--- src/rtl/mp2d_pkg.sv ---
// Shared constants and types of the 2-D max pooling block.
// No dependencies; every other file but mp2d_if.sv imports this package.
`timescale 1ns / 1ps

package mp2d_pkg;

  // Default sizing of the block
  localparam int DEF_MAX_WIDTH   = 1024;
  localparam int DEF_MAX_KERNEL  = 8;
  localparam int DEF_SAMPLE_BITS = 16;

  // Configuration port
  localparam int CFG_IDX_W  = 3;
  localparam int CFG_DATA_W = 11;

  // Widths of the configuration registers
  localparam int KER_REG_W  = 4;
  localparam int STR_REG_W  = 4;
  localparam int PAD_REG_W  = 3;
  localparam int SIZE_REG_W = 11;

  // Width of an effective kernel size (1 up to the largest kernel, MAX_KERNEL)
  localparam int KER_EFF_W = 5;

  // Reset values of the configuration registers
  localparam logic [KER_REG_W-1:0]  KER_RST  = 4'd2;
  localparam logic [STR_REG_W-1:0]  STR_RST  = 4'd2;
  localparam logic [PAD_REG_W-1:0]  PAD_RST  = 3'd0;
  localparam logic [SIZE_REG_W-1:0] SIZE_RST = 11'd32;

  typedef enum logic [CFG_IDX_W-1:0] {
    REG_KERNEL_ROWS = 3'd0,
    REG_KERNEL_COLS = 3'd1,
    REG_STRIDE_ROWS = 3'd2,
    REG_STRIDE_COLS = 3'd3,
    REG_PAD_ROWS    = 3'd4,
    REG_PAD_COLS    = 3'd5,
    REG_IN_ROWS     = 3'd6,
    REG_IN_COLS     = 3'd7
  } cfg_reg_t;

  // Effective window geometry of one axis
  typedef struct packed {
    logic [KER_EFF_W-1:0] kernel;
    logic [STR_REG_W-1:0] stride;
    logic [PAD_REG_W-1:0] pad;
  } axis_cfg_t;

endpackage

--- src/rtl/mp2d_cell.sv ---
// One cell of the horizontal chain: running maxima over a span of columns,
// one value for each window height. Depends on mp2d_pkg.
`timescale 1ns / 1ps

module mp2d_cell #(
  parameter int MAX_KERNEL  = mp2d_pkg::DEF_MAX_KERNEL,
  parameter int SAMPLE_BITS = mp2d_pkg::DEF_SAMPLE_BITS
) (
  input  logic                                    clk,
  input  logic                                    en,
  input  logic                                    first,
  input  logic [MAX_KERNEL-1:0][SAMPLE_BITS-1:0]  col_max,
  input  logic [MAX_KERNEL-1:0][SAMPLE_BITS-1:0]  left,
  output logic [MAX_KERNEL-1:0][SAMPLE_BITS-1:0]  win_max
);
  import mp2d_pkg::*;

  logic [MAX_KERNEL-1:0][SAMPLE_BITS-1:0] win_r, win_nxt;

  // Merge the new column into the span handed over by the left neighbor
  always_comb begin
    for (int d = 0; d < MAX_KERNEL; d++) begin
      if (first || ($signed(col_max[d]) > $signed(left[d]))) begin
        win_nxt[d] = col_max[d];
      end else begin
        win_nxt[d] = left[d];
      end
    end
  end

  always_ff @(posedge clk) begin
    if (en) begin
      win_r <= win_nxt;
    end
  end

  assign win_max = win_r;

endmodule

--- config.mk ---
export PLATFORM = sky130hd
export DESIGN_NAME = mp2d_cell
export DESIGN_NICKNAME = d
export VERILOG_FILES = /design/src/rtl/mp2d_pkg.sv /design/src/rtl/mp2d_cell.sv
export SDC_FILE = /design/constraint.sdc
export NUM_CORES = 1
export LEC_CHECK = 0
export BUFFER_PORTS_ARGS = -buffer_cell sky130_fd_sc_hd__buf_4
export CORE_AREA = 2 2 150 152
export CTS_CLUSTER_SIZE = 20
export DETAILED_ROUTE_END_ITERATION = 6
export DIE_AREA = 0 0 152 154
export HOLD_SLACK_MARGIN = 0.03
export PLACE_DENSITY = 0.81
export REMOVE_ABC_BUFFERS = 1
export SETUP_SLACK_MARGIN = 0.1
export SLEW_MARGIN = 0
export SYNTH_ARGS = -nofsm -noshare
export SYNTH_HDL_FRONTEND = slang
export SYNTH_SLANG_ARGS = --single-unit
export TNS_END_PERCENT = 100
--- constraint.sdc ---
create_clock -name clk -period 3.15 [get_ports clk]
set_input_delay 0.4725 -clock clk [delete_from_list [all_inputs] [get_ports clk]]
set_output_delay 0.4725 -clock clk [all_outputs]
set_load 0.005 [all_outputs]
# After elaboration in Yosys (flattened, before gate mapping)
# Cells that the tools add are included.
[totals]
ff_bits = 128
input_bits = 259
out_inout_bits = 128
elab_cells = 32
[classes]
magnitude_cmp = 8
mux = 8
reduce_logical = 8
[ops]
columns = ["op", "count"]
rows = [
  ["$gt A16 B16 Y1", 8],
  ["$mux W16", 8],
  ["$logic_or A1 B1 Y1", 8],
]

# Logic depth before layout (Yosys ltp)
[depth]
word_depth = 3
depth_mapped = 10
mapped_depth_nobuf = 8

# Worst setup path after synthesis
# No wires, ideal clock.
[synth_path]
kind = "input -> register"
from = "input port left[22] (netlist bit)"
to = "register win_r (netlist bit win_max[21]), data pin"
setup_ps = 260
arrival_ps = 2382
t_required_ps = 2890
setup_slack_ps = 508
cell_stages = 9
n_path_buf = 1
path_cell_list = "inv_1 -> ha_1 -> a21oi_1 -> nand2_1 -> a211o_1 -> o22ai_1 -> mux2i_2 -> buf_4 -> mux2_2"
[synth_rtl]
columns = ["item", "line", "text"]
rows = [
  ["start, declared", "mp2d_cell.sv:13", "input logic [MAX_KERNEL-1:0][SAMPLE_BITS-1:0] left,"],
  ["end signal, assigned", "mp2d_cell.sv:33", "win_r <= win_nxt;"],
  ["end, declared", "mp2d_cell.sv:18", "logic [MAX_KERNEL-1:0][SAMPLE_BITS-1:0] win_r, win_nxt;"],
]

==> impl_summary.txt <==
----------------------------------------------------
[Status]
  Result of the run ... finished, final reports clean

[Die]
  Initial core utilization ... 0.512
  Horizontal die dimension ... 152 µm
  Total Die Area ... about 23000 µm²
  Core Area ... approximately 22000 µm²
  Die height ... approximately 150 µm
  IO Pins ... roughly 390
  Standard-cell rows ... between 50 and 60

[Power]
  Relative contribution of combinational cells to total power ... 0.298
  Power share of the sequential group ... 0.366
  Highest ir drop seen on vdd ... 334 µV
  Switching pwr ... 1760 µW
  Leakage dissipation ... ~0.007 µW
  Clk pwr share ... 0.336
  Internal portion of total power ... between 4000 and 5000 µW
  P per Cell Area ... ~400 nW/µm²
  Switching part of the total power ... 0.294

[Global routing]
  Vias in the first global route ... around 11000
  Remaining global-route overflow ... 0
  Global-route wire length before repair ... around 54000 µm
  Overall track demand over capacity in global routing ... 0.287
  Antenna violations before repair ... 1
  Pin count of the biggest net entering global routing ... 70

[Drt]
  DR WL/cell ... 18.6 µm
  Via-per-instance ratio ... 5.84
  Residual DRC count ... 0
  Iter 0 DRT Violations ... between 600 and 700
  Drt total wl ... between 30000 and 40000 µm
  Iteration count of the initial detailed-routing pass ... 4
  Routed via count ... 10800
  Number of nets still failing antenna checks after routing ... 0

[Setup path]
  Worst Setup Start Kind ... input port
  Worst Setup End Kind ... flip-flop
  Largest fanout on the critical path ... 10
  Data required time at the worst endpoint ... 3.34 ns
  Crit Path Category ... in2reg
  Arrival time at the worst endpoint ... between 2 and 3 ns

[Synthesis]
  Total of flip-flops plus latches after synthesis ... 128
  Netlist cell types ... 60
  Post-synthesis share of cell area spent on xor and xnor gates ... 0
  Fraction of synthesis flops using an asynchronous set or reset pin ... 0
  Post-synthesis adder-cell area fraction ... 0.144
  Proportion of synthesized area in mux cells ... 0.0716
  Share of synthesized area occupied by flip-flops and latches ... 0.346
  Simple-Gate Fraction of Synth Area ... 0.183
  Dominant combinational cell family by area after synthesis ... simple AND/OR/NAND/NOR gates
  Synthesized instance count ... ~1200
  Synth Flop Type ... edfxtp_1
  Synth warn ... 0
  Share of the synthesized area in compound gates (AO/OA/AOI/OAI) ... 0.182
  Number of synthesized flops with an enable pin ... roughly 130
  Cell Area, Synth ... about 11000 µm²
  Post-synthesis area per instance ... 9.35 µm²

[Cells and area]
  Finished Cell Area ... around 15000 µm²
  Number of fill cells in the layout ... about 1700
  Commonest non-fill, non-tap cell in the layout ... buf_4
  Layout overhead on the synthesized area ... 34.7%
  Share of cells above drive strength 1 ... 0.338
  Multi-input gate area ... about 6500 µm²
  Total number of nets in the final design ... just under 2000
  Sequential cell area ... 3840 µm²
  Final std cells w/o fill ... about 1900
  Number of flip-flops in the largest register ... around 130
  Commonest non-fill, non-tap cells in the layout ... buf_4, inv_1, ha_1, edfxtp_1, nand3_1

[Clock network]
  Post-cts resize count ... 0
  CTS Buf Count ... 17
  CTS tree ... yes
  Maximum level of the CTS H-tree ... 4
  Hold bufs inserted after CTS ... 0
  CTS Root Cell ... clkbuf_16
  Clock Pin Slew Worst Setup and Hold Paths ... approximately 0.070 ns
  Post-CTS setup buffer count ... 0
  Maximum buffer depth of the clock tree ... 2
  Clock sink count ... 128

[Timing]
  Final-report max-slew violation count ... 0
  Setup TNS ... 0 ns
  Slew @ Worst Pin ... ~0.95 ns
  Final hold violations ... 0
  Max transition margin ... 0.364
  Count of final setup violators ... 0
  Share of the clock period used by the worst path after layout ... 0.805
  Setup repair after global routing missed its margin ... false
  Minimum clock period ... between 2 and 3 ns
  Final Worst Setup Slack ... approximately 0.6 ns
  Timing-limited maximum frequency ... between 300 and 400 MHz

[Place]
  Placer congestion estimate ... between 0.9 and 1
  Post-placement setup slack ... 0.172 ns
  Half-perimeter wire length of the detailed placement result ... roughly 27000 µm
  Placed instance area ... roughly 14000 µm²
  I/O Buffers ... between 300 and 400
  Placed instance count ... 1823

[Run]
  Number of max-capacitance violations reported ... 0

[Worst hold path]
  Number of instances on the worst hold path ... 2
  Class of the worst hold path ... in2reg

----------------------------------------------------
==> worst max-delay path, stage by stage <==
cell,delay (ns)
buf_4,0.09
inv_1,0.04
ha_1,0.32
nand4_1,0.22
nor3_1,0.51
a21oi_1,0.32
buf_4,0.26
nand2b_1,0.14
a211o_1,0.24
o311ai_0,0.11
==> metrics by stage <==
| step | total power, µW | hold slack, ns | utilization |
|---|---|---|---|
| after detailed placement | 3990 | 0.786 | 0.662 |
| final | 5970 | 0.358 | 0.689 |
| after global placement | 3930 | 0.784 | 0.662 |
| after global routing | 6270 | 0.349 | 0.689 |
| after floorplan | 3050 | 0.585 | - |
| after CTS | 6010 | 0.343 | 0.689 |
==> area by class of cell <==
type	count	share of cell area
clock inverter	15	0.0107
tap	280	0.0234
sequential	128	0.257
antenna	1	0.000167
timing repair buffer	423	0.214
clock buffer	17	0.0285
inverter	136	0.0342
multi-input combinational	856	0.432
==> power by group through the flow <==
| stage | logic [µW] | registers (µW) | clock network [µW] |
|---|---|---|---|
| 2_1_floorplan | 813 | 2230 | 0 |
| 3_3_place_gp | 1710 | 2220 | 0 |
| 3_5_place_dp | 1770 | 2220 | 0 |
| 4_1_cts | 1780 | 2190 | 2050 |
| 5_1_grt | 1950 | 2200 | 2110 |
| 6_report | 1780 | 2180 | 2010 |
==> synth_stat cells, types with 18 or more instances <==
master    count  share of area
o211ai_1     38          0.026
inv_1       136          0.046
nand4_1      22          0.012
mux2_2       54          0.055
nand2_1      58          0.020
a31oi_1      24          0.014
a21oi_1      40          0.018
a22oi_1      42          0.028
nand2b_1     44          0.025
nor4_1       28          0.016
nand3_1     103          0.046
nor2_1       61          0.021
ha_1        128           0.14
edfxtp_1    128           0.35
a21o_1       45          0.030
a211o_1      18          0.014
o21ai_0      20         0.0090
or3_1        24          0.014
clkbuf_1     49          0.017
==> logic make-up (layout without fill, tap and decap cells) <==
kind of cell,after synthesis,after routing
and+or+nand+nor,386,386
DFF,128,128
buffers and inverters,203,591
AOI/OAI and AO/OA,276,276
muxes,66,66
other,0,1
adders and majority gates,128,128
==> per-layer routing <==
metal | up-vias | wire length (µm) | track usage | part of all wire
met2 | 440 | 17500 | 0.508 | 0.50
li1 | 5215 | - | - | -
met5 | - | 0 | 0 | 0
met1 | 5103 | 13200 | 0.324 | 0.38
met4 | 0 | 1410 | 0.135 | 0.041
met3 | 84 | 2550 | 0.0713 | 0.074
==> final timing paths <==
check	startpoint	endpoint	slack (ns)
max	left[63]	win_max[58]	0.61
min	left[27]	win_max[27]	0.36
Note: power is estimated with default switching activity, not from simulation.
