### config.mk
export PLATFORM = sky130hd
export DESIGN_NAME = mp2d_axis_trk
export DESIGN_NICKNAME = d
export VERILOG_FILES = /design/src/rtl/mp2d_pkg.sv /design/src/rtl/mp2d_axis_trk.sv
export SDC_FILE = /design/constraint.sdc
export NUM_CORES = 1
export LEC_CHECK = 0
export ABC_CLOCK_PERIOD_IN_PS = 2750
export BUFFER_PORTS_ARGS = -buffer_cell sky130_fd_sc_hd__buf_2
export CAP_MARGIN = 20
export CELL_PAD_IN_SITES_DETAIL_PLACEMENT = 0
export CELL_PAD_IN_SITES_GLOBAL_PLACEMENT = 1
export CORE_AREA = 2 2 99 101
export DETAILED_ROUTE_END_ITERATION = 16
export DIE_AREA = 0 0 101 103
export PLACE_DENSITY = 0.82
export SLEW_MARGIN = 10
export SYNTH_ARGS = -nofsm -noshare
export SYNTH_HDL_FRONTEND = slang
export SYNTH_SLANG_ARGS = --single-unit
### constraint.sdc
create_clock -name clk -period 2.75 [get_ports clk]
set_clock_uncertainty 0.05 [all_clocks]
set_input_delay 0.55 -clock clk [delete_from_list [all_inputs] [get_ports clk]]
set_output_delay 0.55 -clock clk [all_outputs]
set_load 0.02 [all_outputs]
### src/rtl/mp2d_pkg.sv
// Shared constants and types of the 2-D max pooling block.
// No dependencies; every other file but mp2d_if.sv imports this package.
`timescale 1ns / 1ps

package mp2d_pkg;

  // Default sizing of the block
  localparam int DEF_MAX_WIDTH   = 1024;
  localparam int DEF_MAX_KERNEL  = 8;
  localparam int DEF_SAMPLE_BITS = 16;

  // Configuration port
  localparam int CFG_IDX_W  = 3;
  localparam int CFG_DATA_W = 11;

  // Widths of the configuration registers
  localparam int KER_REG_W  = 4;
  localparam int STR_REG_W  = 4;
  localparam int PAD_REG_W  = 3;
  localparam int SIZE_REG_W = 11;

  // Width of an effective kernel size (1 up to the largest kernel, MAX_KERNEL)
  localparam int KER_EFF_W = 5;

  // Reset values of the configuration registers
  localparam logic [KER_REG_W-1:0]  KER_RST  = 4'd2;
  localparam logic [STR_REG_W-1:0]  STR_RST  = 4'd2;
  localparam logic [PAD_REG_W-1:0]  PAD_RST  = 3'd0;
  localparam logic [SIZE_REG_W-1:0] SIZE_RST = 11'd32;

  typedef enum logic [CFG_IDX_W-1:0] {
    REG_KERNEL_ROWS = 3'd0,
    REG_KERNEL_COLS = 3'd1,
    REG_STRIDE_ROWS = 3'd2,
    REG_STRIDE_COLS = 3'd3,
    REG_PAD_ROWS    = 3'd4,
    REG_PAD_COLS    = 3'd5,
    REG_IN_ROWS     = 3'd6,
    REG_IN_COLS     = 3'd7
  } cfg_reg_t;

  // Effective window geometry of one axis
  typedef struct packed {
    logic [KER_EFF_W-1:0] kernel;
    logic [STR_REG_W-1:0] stride;
    logic [PAD_REG_W-1:0] pad;
  } axis_cfg_t;

endpackage

### src/rtl/mp2d_axis_trk.sv
// Position tracker of one axis: current position and the next window to close.
// Depends on mp2d_pkg.
`timescale 1ns / 1ps

module mp2d_axis_trk #(
  parameter int MAX_WIDTH = mp2d_pkg::DEF_MAX_WIDTH,
  localparam int POS_W = $clog2(MAX_WIDTH),
  localparam int IDX_W = POS_W + 1,
  localparam int SW    = $clog2(MAX_WIDTH + 32) + 1
) (
  input  logic                clk,
  input  logic                rst_n,
  input  logic                init,
  input  logic                step,
  input  mp2d_pkg::axis_cfg_t acfg,
  input  logic [POS_W-1:0]    n_last,
  input  logic signed [SW-1:0] lim,
  output logic [POS_W-1:0]    pos,
  output logic                hit,
  output logic                at_last,
  output logic [IDX_W-1:0]    idx,
  output logic signed [SW-1:0] start
);
  import mp2d_pkg::*;

  logic [POS_W-1:0]     pos_r, pos_nxt;
  logic [IDX_W-1:0]     idx_r, idx_nxt;
  logic signed [SW-1:0] start_r, start_nxt;
  logic signed [SW-1:0] end_r, end_nxt;
  logic signed [SW-1:0] pos_s;
  logic signed [SW-1:0] init_start, init_end;
  logic                 at_end;

  assign pos_s      = SW'(pos_r);
  assign init_start = SW'(0) - SW'(acfg.pad);
  assign init_end   = SW'(acfg.kernel) - SW'(1) - SW'(acfg.pad);
  assign at_end     = (pos_s == end_r);
  assign at_last    = (pos_r == n_last);

  // A window closes here if its end is reached or the axis ends; it must exist
  assign hit   = (at_end || at_last) && (start_r <= lim);
  assign pos   = pos_r;
  assign idx   = idx_r;
  assign start = start_r;

  // Advance position; step to the next window when this one closes
  always_comb begin
    pos_nxt   = pos_r;
    idx_nxt   = idx_r;
    start_nxt = start_r;
    end_nxt   = end_r;
    if (init || (step && at_last)) begin
      pos_nxt   = '0;
      idx_nxt   = '0;
      start_nxt = init_start;
      end_nxt   = init_end;
    end else if (step) begin
      pos_nxt = pos_r + POS_W'(1);
      if (at_end) begin
        idx_nxt   = idx_r + IDX_W'(1);
        start_nxt = start_r + SW'(acfg.stride);
        end_nxt   = end_r + SW'(acfg.stride);
      end
    end
  end

  always_ff @(posedge clk) begin
    if (!rst_n) begin
      pos_r   <= '0;
      idx_r   <= '0;
      start_r <= '0;
      end_r   <= '0;
    end else begin
      pos_r   <= pos_nxt;
      idx_r   <= idx_nxt;
      start_r <= start_nxt;
      end_r   <= end_nxt;
    end
  end

endmodule

# After elaboration in Yosys (flattened, before gate mapping)

Index checks and enable logic that the tools add are counted.

ROM bits: 0
Memories: 0
Input bits: 38
Latch bits: 0
Register bits after elaboration: 45
Output and inout port bits: 35
Memory bits (writable): 0
Logic and storage cells: 30

Bitwise logic cells: 1
Mux-type cells: 6
Add/subtract/negate cells: 7
Multiply operators: 0
$lt $le $gt $ge: 1
Divide/modulo/power cells: 0
Reductions and logical operators: 9
Eq/ne operators: 2
Shift-type cells: 0

Operators with widths:

| kind                                                               | count |
|---|---|
| 12-bit 2-to-1 mux                                                  | 6 |
| 12-bit by 4-bit adder with 12-bit output                           | 2 |
| 11-bit by 12-bit == test with 1-bit output                         | 1 |
| 12-bit less-or-equal comparator                                    | 1 |
| 11-bit by 1-bit adder with 11-bit output, second input constant    | 1 |
| 10-bit by 1-bit adder with 10-bit output, second input constant    | 1 |
| 10-bit == test                                                     | 1 |
| 6-bit by 4-bit subtractor with 7-bit output                        | 1 |
| 5-bit by 1-bit subtractor with 6-bit output, second input constant | 1 |
| 2-bit AND reduction                                                | 2 |
| 2-bit nonzero test                                                 | 2 |
| 1-bit by 3-bit subtractor with 4-bit output, first input constant  | 1 |
| 1-bit logical AND                                                  | 2 |
| 1-bit logical OR                                                   | 2 |
| 2-bit OR reduction                                                 | 1 |
| 1-bit NOT                                                          | 1 |

# Depth between registers and ports, before layout

Gate-level depths: netlist (run 1).

Depth after elaboration: 5
Mapped depth: 10
Depth with buffers taken out: 10

# Least setup slack after synthesis (run 1)

No wires, ideal clock.

Path type: input port to flip-flop
Start point: input port acfg[7] (netlist bit)
End point: register end_r[7]
Cell stages on the path: 10
Buffers on the path: 0
Setup slack: 0.122 ns
Required time: 2.588 ns
Library setup time: 0.112 ns
Data arrival time: 2.466 ns
Cells stage by stage: inv_1 -> ha_1 -> inv_1 -> fa_1 -> a21oi_1 -> a21oi_1 -> a2bb2oi_1 -> o2bb2ai_1 -> o21ai_0 -> a2111oi_1

Cells in the longest elaborated chain, start to end: 3

RTL lines:

| what                                        | RTL line            | source |
|---|---|---|
| from (decl)                                 | mp2d_axis_trk.sv:15 | `input mp2d_pkg::axis_cfg_t acfg,` |
| 5-bit by 1-bit subtractor with 6-bit output | mp2d_axis_trk.sv:36 | `assign init_end = SW'(acfg.kernel) - SW'(1) - SW'(acfg.pad);` |
| 6-bit by 4-bit subtractor with 7-bit output | mp2d_axis_trk.sv:36 |  |
| 12-bit 2-to-1 mux                           | mp2d_axis_trk.sv:52 | `if (init \|\| (step && at_last)) begin` |
| to (signal assigned)                        | mp2d_axis_trk.sv:77 | `end_r <= end_nxt;` |
| to (decl)                                   | mp2d_axis_trk.sv:29 | `logic signed [SW-1:0] end_r, end_nxt;` |

No other way between the ends.
A chain may end at the register's enable or synchronous reset.

# Worst setup path in the final report (run 1)

Start point: input port lim[5]
End point: output port hit

Cells in the longest elaborated chain, start to end: 2

RTL lines:

| what                            | RTL line            | source |
|---|---|---|
| from (decl)                     | mp2d_axis_trk.sv:17 | `input logic signed [SW-1:0] lim,` |
| 12-bit less-or-equal comparator | mp2d_axis_trk.sv:41 | `assign hit = (at_end \|\| at_last) && (start_r <= lim);` |
| 1-bit logical AND               | mp2d_axis_trk.sv:41 |  |
| to (decl)                       | mp2d_axis_trk.sv:19 | `output logic hit,` |

No other way between the ends.

==> impl_metrics.env, run 1 <==
export IMPL_status="completed"
export IMPL_critical_path_max_stage_delay_ns=0.23
export IMPL_maxSlewViolCount=0
export IMPL_p_int_mw=1.21
export IMPL_mostFrequentLayoutCells="71 x buf_2, 42 x dfxtp_1, 36 x inv_1"
export IMPL_vias=3203
export IMPL_dr_pass1_iters=4
export IMPL_grt_start_max_net_pins=22
export IMPL_insertion_delay_ns=0.30
export IMPL_whs_ns=0.419
export IMPL_cp_slowest_cell="nor4b_2"
export IMPL_drc_errors=0
export IMPL_relSlewSlack_pct=63.5
export IMPL_syn_avg_cell_area_um2=8.36
export IMPL_vdd_drop_max_uv=228
export IMPL_grt_usage_pct=16.5
export IMPL_timing_critical_path_mode_cell="a21o_1"
export IMPL_cp_max_fo=2
export IMPL_cts_buffers=5
export IMPL_die_w_um=101
export IMPL_path_cells="buf_2, inv_1, ha_4, a21o_1, a21o_1, a21oi_1, o21ai_1, nor4b_2, o32a_1, buf_4"
export IMPL_final_common_cell="buf_2"
export IMPL_critPathRequiredTime_ns=2.15
export IMPL_synth_area_um2=3360
export IMPL_num_fill_cells=967
export IMPL_hold_class="flop to flop"
export IMPL_p_seq_share_pct=41.4
export IMPL_vias_per_cell=5.27
export IMPL_coreArea_um2=9460
export IMPL_power_switching_uw=548
export IMPL_powerDensity_nw_per_um2=423
export IMPL_nets=561
export IMPL_final_setup_viol_count=0
export IMPL_drt_wl_total_mm=8.55
export IMPL_cts_clk_slew_worst_paths_ns=0.09
export IMPL_cts_tree="built"
export IMPL_start_kind="primary input"
export IMPL_synthCells=402
export IMPL_antenna_found_initial=0
export IMPL_root_buffer="clkbuf_8"
export IMPL_dieArea_um2=10400
export IMPL_drtIter0Drc=158
export IMPL_clock_sinks=45
export IMPL_p_comb_share_pct=28.4
export IMPL_worst_pin_slew_ns=0.545
export IMPL_num_antenna_cells=0
export IMPL_ys_types=56
export IMPL_initial_core_util_pct=35.5
export IMPL_io_buffers=72
export IMPL_dominantRegCellSynth="dfxtp_1"
export IMPL_rows=36
export IMPL_finalPower_mw=1.76
export IMPL_wl_per_cell_um=14.1
export IMPL_rsz0062_at_grt="yes"
export IMPL_grt_pass1_vias=3021
export IMPL_arrival_ns=2.06
export IMPL_synth_edf_count=0
export IMPL_area_growth_syn_to_layout_pct=23.7
export IMPL_place_gp_congestion=0.799
export IMPL_yosys_warnings=0
export IMPL_syn_nets=470
export IMPL_post_route_period_util_pct=96.6
export IMPL_finalHoldViolCount=0
export IMPL_grt_pass1_wl_mm=14.0
export IMPL_cp_end_kind="output pin"
export IMPL_layout_drive_gt1_share_pct=25.9
export IMPL_period_needed_ns=2.66
export IMPL_critPathKind="primary input to output pin"
export IMPL_synth_seq_area_share_pct=26.8
export IMPL_cellLeakagePower_nw=1.89
export IMPL_grt_overflow=0
export IMPL_cts_max_level=2
export IMPL_ys_ff_latch=45
export IMPL_maxCapViolCount=0
export IMPL_die_height_um=103
export IMPL_synth_async_reset_ratio_pct=0
export IMPL_dp_hpwl_mm=6.66
export IMPL_clock_power_share_pct=30.2
export IMPL_swShare_pct=31.2
export IMPL_ios=73
export IMPL_fmax_mhz=377
export IMPL_ant_nets=0
export IMPL_cts_buffer_depth=2
-- per-layer routing --
layer  wire length [µm]  global-route usage [%]  part of all wire (%)  up-vias
met3                289                    2.10                   3.4        7
met1               3830                    20.4                    45     1503
li1                   -                       -                     -     1636
met4                104                    4.26                   1.2        0
met2               4330                    30.2                    51       57
met5                  0                       0                     0        -
-- critical path: cells and delay by family --
| kind | cells | cell delay [ns] |
|---|---|---|
| simple gates | 1 | 0.23 |
| fa+ha+maj | 1 | 0.21 |
| buf+inv | 3 | 0.33 |
| compound gates | 5 | 0.73 |
-- synthesized netlist by cell type (all sizes together), types with 4 or more instances --
| library cell | instances | area (µm²) |
|---|---|---|
| clkbuf | 6 | 22.5 |
| nand4 | 15 | 115 |
| nand3 | 13 | 65.1 |
| or3 | 4 | 25.0 |
| a21oi | 25 | 125 |
| a21o | 6 | 45.0 |
| nand2 | 21 | 78.8 |
| a211oi | 8 | 60.1 |
| xnor2 | 28 | 253 |
| and2 | 5 | 31.3 |
| ha | 27 | 338 |
| xor2 | 18 | 158 |
| o22ai | 5 | 31.3 |
| and3 | 15 | 93.8 |
| a31oi | 7 | 43.8 |
| dfxtp | 45 | 901 |
| a311oi | 6 | 52.6 |
| nor3 | 9 | 45.0 |
| mux2i | 6 | 60.1 |
| o21ai | 14 | 70.1 |
| buf | 7 | 42.5 |
| nor2 | 32 | 120 |
| inv | 36 | 135 |
-- state kept, by name (all words and copies together) (netlist names) --
name / cells
pos: 10
idx: 11
start: 12
end_r: 12
-- layout make-up --
type | instances | area (µm²) | area share, %
timing repair buffer | 97 | 551 | 13.2
multi-input combinational | 308 | 2300 | 55.4
inverter | 36 | 135 | 3.25
sequential | 45 | 907 | 21.8
clock buffer | 6 | 82.6 | 1.99
clock inverter | 2 | 37.5 | 0.903
tap | 114 | 143 | 3.43
-- logic make-up (layout without fill, tap and decap cells) --
group	after synthesis	after routing	share of synthesized area (%)
simple gates	130	130	21.1
compound gates	94	94	19.6
buf+inv	49	141	5.96
xor+xnor	46	46	12.2
flops	45	45	26.8
fa+ha+maj	30	30	11.8
mux	8	8	2.46
-- timing repair --
action,4_1_cts,5_1_grt
gates cloned,0,0
pin swaps,2,3
gates resized for setup,4,9
hold endpoints to repair,0,0
hold buffers,0,0
setup buffers,0,1
endpoints found under the setup margin,1,2
-- worst paths after layout --
kind                                 from        end  slack (ns)  cells after the start
worst max register to register     pos[1]  start[11]        0.46                      7
worst min register to register  end_r[10]  end_r[10]        0.42                      2
worst max-delay path               lim[5]        hit        0.09                     10
worst min-delay path            end_r[10]  end_r[10]        0.42                      2
-- metrics by stage --
stage | cell area (µm²) | TNS (ns) | cells | utilization [%] | setup slack (ns)
2_1_floorplan | 3360 | 0 | 402 | - | 0.122
3_3_place_gp | 3990 | 0 | 599 | 42.2 | 0.00745
3_5_place_dp | 3990 | -0.134 | 599 | 42.2 | -0.0889
4_1_cts | 4110 | 0 | 607 | 43.5 | 0.0106
5_1_grt | 4160 | -0.00501 | 608 | 44.0 | -0.00501
6_report | 4160 | 0 | 608 | 44.0 | 0.0940
-- power groups by stage --
stage	Combinational [mW]	Sequential, mW	Clock, mW
floorplan	0.310	0.752	0
global placement	0.474	0.741	0
detailed placement	0.487	0.742	0
CTS	0.490	0.728	0.545
global route	0.560	0.735	0.577
finish	0.500	0.727	0.530
Power figures use the tool's default switching activity.
==> run 2: changes to the inputs <==
PLACE_DENSITY = not set   (was 0.82)
PLACE_DENSITY_LB_ADDON = 0.1   (was not set)
==> run 2 against run 1 <==
Utilization up 0.066 points. Sequential power hardly changed. Power is essentially flat. Sequential share of layout area barely moved. Cell count shrank 0.16%. Routed wire length grew 2.0%. Worst setup slack better by 0.0059 ns.
==> impl_metrics.env, run 2 (synthesis results as in run 1) <==
export IMPL_status="completed"
export IMPL_dr_pass1_iters=4
export IMPL_initial_core_util_pct=35.5
export IMPL_cts_setup_buffers=0
export IMPL_critPathKind="flop to output pin"
export IMPL_reg2reg_slack_ns=0.40
export IMPL_die_w_um=101
export IMPL_insertion_delay_ns=0.30
export IMPL_powerDensity_nw_per_um2=422
export IMPL_swShare_pct=31.2
export IMPL_cp_slowest_cell="dfxtp_4"
export IMPL_grt_most_used_layer="met2"
export IMPL_rsz0062_at_grt="no"
export IMPL_ff2ff_path_depth=7
export IMPL_path_cells="ha_4, nor2b_4, o21a_1, o21ai_2, a211oi_2, nor4b_2, o32a_1, buf_6"
export IMPL_num_antenna_cells=0
export IMPL_mostFrequentLayoutCells="71 x buf_2, 41 x dfxtp_1, 36 x inv_1"
export IMPL_final_cell_area_um2=4160
export IMPL_clock_power_share_pct=30.1
export IMPL_use_met2_pct=30.3
export IMPL_critical_path_max_stage_delay_ns=0.38
export IMPL_root_buffer="clkbuf_8"
export IMPL_crit_buf_inv=1
export IMPL_critPathRequiredTime_ns=2.15
export IMPL_cp_max_fo=5
export IMPL_maxSlewViolCount=0
export IMPL_p_int_mw=1.21
export IMPL_fin_ws_ns=0.0999
export IMPL_worst_pin_slew_ns=0.497
export IMPL_die_height_um=103
export IMPL_cts_clk_slew_worst_paths_ns=0.08
export IMPL_final_common_cell="buf_2"
export IMPL_hold_class="flop to flop"
export IMPL_relSlewSlack_pct=66.5
export IMPL_grt_overflow=0
export IMPL_vias_per_cell=5.15
export IMPL_rr_endpoint="start[11]"
export IMPL_drc_errors=0
export IMPL_cellLeakagePower_nw=1.89
export IMPL_cts_tree="built"
export IMPL_layout_drive_gt1_share_pct=26.2
export IMPL_cp_end_kind="output pin"
export IMPL_critPathTopFamily="compound AO/OA/AOI/OAI gates"
export IMPL_grt_pass1_vias=2923
export IMPL_finalHoldViolCount=0
export IMPL_nets=560
export IMPL_ios=73
export IMPL_rows=36
export IMPL_met3_usage_pct=2.51
export IMPL_post_route_period_util_pct=96.4
export IMPL_dieArea_um2=10400
export IMPL_hold_path_end="end_r[10]"
export IMPL_dp_hpwl_mm=6.86
export IMPL_power_switching_uw=549
export IMPL_min_from="end_r[10]"
export IMPL_ctsHoldBuffers=0
export IMPL_grt_pass1_wl_mm=14.4
export IMPL_cts_buffers=5
export IMPL_io_buffers=72
export IMPL_place_gp_congestion=0.826
export IMPL_drt_wl_total_mm=8.73
export IMPL_whs_ns=0.401
export IMPL_grt_usage_pct=17.4
export IMPL_area_growth_syn_to_layout_pct=23.9
export IMPL_met1_usage_pct=23.2
export IMPL_start_kind="flop"
export IMPL_period_needed_ns=2.65
export IMPL_vdd_drop_max_uv=213
export IMPL_hold_depth=2
export IMPL_clock_sinks=45
export IMPL_wl_per_cell_um=14.4
export IMPL_arrival_ns=2.05
export IMPL_p_comb_share_pct=28.6
export IMPL_pre_cts_ws_ns=-0.0395
export IMPL_vias=3124
export IMPL_final_setup_viol_count=0
export IMPL_placedInstanceArea_um2=3990
export IMPL_finalPower_mw=1.76
export IMPL_drtIter0Drc=74
export IMPL_rr_startpoint="pos[1]"
export IMPL_cts_buffer_depth=2
export IMPL_maxCapViolCount=0
export IMPL_antenna_found_initial=0
export IMPL_num_fill_cells=986
export IMPL_p_seq_share_pct=41.3
export IMPL_grt_start_max_net_pins=22
export IMPL_cts_max_level=2
export IMPL_ant_nets=0
export IMPL_fmax_mhz=377
export IMPL_coreArea_um2=9460
run 2: worst max-delay path by stage:
stage          slack (ns)  depth (start not counted)     start       end
3_5_place_dp        -0.04                         10    lim[1]       hit
2_1_floorplan        0.12                         10   acfg[7]  end_r[7]
5_1_grt              0.02                         12   acfg[7]  end_r[6]
6_report              0.1                          8  start[1]       hit
3_3_place_gp         0.01                         12   acfg[7]  end_r[6]
4_1_cts              0.02                          5    pos[1]       hit
run 2: per-layer routing:
metal	part of all wire [%]	wire, µm
met2	49	4260
met1	48	4160
met3	2.9	249
met5	0	0
met4	0.65	57
run 2: area by class of cell:
type | count | area [µm²] | area share (%)
Clock buffer | 7 | 86.3 | 2.07
Multi-Input combinational cell | 308 | 2310 | 55.6
Sequential cell | 45 | 908 | 21.8
Inverter | 36 | 135 | 3.25
Clock inverter | 1 | 30.0 | 0.721
Tap cell | 114 | 143 | 3.43
Timing Repair Buffer | 96 | 547 | 13.1
run 2: power by group through the flow:
stage	clock network [mW]	registers [mW]	logic (mW)
after floorplan	0	0.752	0.310
after global routing	0.580	0.734	0.567
final	0.530	0.726	0.502
after global placement	0	0.742	0.482
after detailed placement	0	0.742	0.487
after CTS	0.550	0.728	0.493
run 2: stage by stage:
step	TNS [ns]	utilization (%)	cells
6_report	0	44.0	607
5_1_grt	0	44.0	607
4_1_cts	0	43.6	607
3_5_place_dp	-0.0644	42.2	599
3_3_place_gp	0	42.2	599
2_1_floorplan	0	-	402
run 2: timing repair:
item,CTS,global route
gates resized for setup,6,11
endpoints found under the hold margin,0,0
endpoints found under the setup margin,1,1
pin swaps,2,4
run 2: tightest hold or removal path, stage by stage (launching register included):
cell and delay, ns:
dfxtp_1 0.32, inv_1 0.05, a21oi_1 0.05
==> run 3: changes to the inputs <==
ABC_AREA = 1   (was not set)
CAP_MARGIN = 15   (was 20)
CORE_AREA = 2 2 108 110   (was 2 2 99 101)
DIE_AREA = 0 0 110 112   (was 0 0 101 103)
==> run 3 against run 2 <==
Largest cell class unchanged. Die area up 18%. Count of clock-buffer cells in the layout is 2 lower. Critical path type unchanged. Utilization fell by 3.6 points. Clock power rose by 53%.
==> impl_metrics.env, run 3 <==
export IMPL_min_from="idx[8]"
export IMPL_synthCells=614
export IMPL_grt_pass1_wl_mm=17.8
export IMPL_ys_top_cells_by_count="165 x nand2_1, 97 x inv_1, 80 x nor2_1"
export IMPL_grt_overflow=0
export IMPL_post_route_period_util_pct=91.2
export IMPL_startpoint="start[11]"
export IMPL_fmax_mhz=399
export IMPL_worst_pin_slew_ns=0.416
export IMPL_final_cell_area_um2=4510
export IMPL_clock_sinks=45
export IMPL_yosys_warnings=0
export IMPL_layout_drive_gt1_share_pct=16.5
export IMPL_dp_cells=820
export IMPL_cts_max_level=2
export IMPL_die_w_um=110
export IMPL_vias_per_cell=4.72
export IMPL_root_buffer="clkbuf_16"
export IMPL_syn_avg_cell_area_um2=6.25
export IMPL_synth_area_top_cells="dfxtp_1 23%, nand2_1 16%, inv_1 9.5%"
export IMPL_grt_usage_pct=18.4
export IMPL_cts_buffers=5
export IMPL_place_gp_congestion=0.816
export IMPL_cellLeakagePower_nw=2.34
export IMPL_antenna_found_initial=1
export IMPL_grt_pass1_vias=3667
export IMPL_register_area_um2=905
export IMPL_stdcell_count=828
export IMPL_synth_edf_count=0
export IMPL_ys_types=39
export IMPL_synth_seq_area_share_pct=23.5
export IMPL_period_needed_ns=2.51
export IMPL_cp_end_kind="output pin"
export IMPL_final_core_util_pct=40.4
export IMPL_cts_tree="built"
export IMPL_rsz0062_at_grt="no"
export IMPL_cp_max_fo=4
export IMPL_rows=39
export IMPL_initial_core_util_pct=34.3
export IMPL_hold_class="flop to flop"
export IMPL_ctsHoldBuffers=0
export IMPL_io_buffers=72
export IMPL_mostFrequentLayoutCells="165 x nand2_1, 97 x inv_1, 79 x nor2_1"
export IMPL_critPathKind="flop to output pin"
export IMPL_drc_errors=0
export IMPL_whs_ns=0.440
export IMPL_arrival_ns=1.91
export IMPL_cts_buffer_depth=2
export IMPL_synth_top_area_cell="dfxtp_1"
export IMPL_die_height_um=112
export IMPL_dp_hpwl_mm=8.36
export IMPL_grt_start_max_net_pins=21
export IMPL_status="completed"
export IMPL_final_common_cell="nand2_1"
export IMPL_coreArea_um2=11200
export IMPL_rr_startpoint="start[0]"
export IMPL_cts_clk_slew_worst_paths_ns=0.07
export IMPL_finalHoldViolCount=0
export IMPL_num_fill_cells=1235
export IMPL_drtIter0Drc=135
export IMPL_synth_top_area_share_pct=23.5
export IMPL_powerDensity_nw_per_um2=454
export IMPL_num_antenna_cells=0
export IMPL_ant_nets=0
export IMPL_tns_ns=0
export IMPL_insertion_delay_ns=0.30
export IMPL_maxCapViolCount=0
export IMPL_wl_per_cell_um=13.1
export IMPL_critPathRequiredTime_ns=2.15
export IMPL_synth_area_um2=3840
export IMPL_area_growth_syn_to_layout_pct=17.6
export IMPL_drt_wl_total_mm=10.8
export IMPL_syn_nets=682
export IMPL_dr_pass1_iters=4
export IMPL_multi_input_area_um2=2430
export IMPL_dominantRegCellSynth="dfxtp_1"
export IMPL_dieArea_um2=12300
export IMPL_maxSlewViolCount=0
export IMPL_ys_ff_latch=45
export IMPL_vias=3905
export IMPL_synth_async_reset_ratio_pct=0
export IMPL_vdd_drop_max_uv=266
export IMPL_final_setup_viol_count=0
export IMPL_ios=73
export IMPL_yosysMostFrequentCell="nand2_1"
export IMPL_start_kind="flop"
export IMPL_nets=752
export IMPL_relSlewSlack_pct=72.1
export IMPL_placedInstanceArea_um2=4310
-- run 3: cell types whose count changed after synthesis, sizes merged, moves of 8 or more --
| cell | before | now |
|---|---|---|
| and3 | 15 | 1 |
| nand2 | 21 | 169 |
| xnor2 | 28 | 9 |
| inv | 36 | 101 |
| nor2 | 32 | 83 |
| buf | 7 | 16 |
| nand3 | 13 | 57 |
| a211oi | 8 | 0 |
-- run 3: worst paths after layout --
check	to	slack, ns	depth (start not counted)
worst max-delay path	hit	0.24	10
worst min-delay path	idx[8]	0.44	2
worst max register to register	start[10]	0.58	11
worst min register to register	idx[8]	0.44	2
-- run 3: cells by family after synthesis --
kind of cell    share of synthesized area [%]
simple gates                             38.0
buf+inv                                  13.2
compound gates                           7.83
flops                                    23.5
xor+xnor                                 7.08
fa+ha+maj                                10.4
-- run 3: area by class of cell --
cell class,count,share of cell area (%)
clock buffers,5,2.77
clock inverters,3,1.44
inverters,102,8.51
multi-input cells,450,53.9
flip-flops and latches,45,20.0
well taps,143,3.97
repair buffers,80,9.37
-- run 3: per-layer routing --
layer,share of wire [%],track usage (%),vias up,wire (µm)
met2,45,30.3,75,4910
met1,48,24.2,1747,5210
met3,4.2,2.81,14,456
li1,-,-,2069,-
met4,2.1,5.99,0,231
met5,0,0,-,0
-- run 3: what timing repair did --
action,in CTS,in global routing
buffers inserted,0,0
setup endpoints to repair,0,1
resized for setup,0,6
-- run 3: worst max-delay path: stages, from the launching register on --
cell and delay (ns):
dfxtp_1 0.35, ha_1 0.32, nand2_1 0.08, inv_1 0.06, nand3_1 0.09, nor2_2 0.15, nand2_1 0.06, nand2_1 0.08
o21ai_0 0.07, a21boi_0 0.17, buf_4 0.17
-- run 3: power breakdown --
| part | leakage [nW] | internal (mW) | switching [mW] | total (mW) |
|---|---|---|---|---|
| clock network | 0.0938 | 0.520 | 0.293 | 0.813 |
| logic | 1.88 | 0.193 | 0.311 | 0.503 |
| registers | 0.369 | 0.687 | 0.0467 | 0.733 |
-- run 3: stage by stage --
stage,setup WS (ns),total power [mW]
global placement,0.217,1.25
finish,0.242,2.05
CTS,0.160,2.07
global route,0.00845,2.16
detailed placement,0.174,1.25
floorplan,0.264,1.10
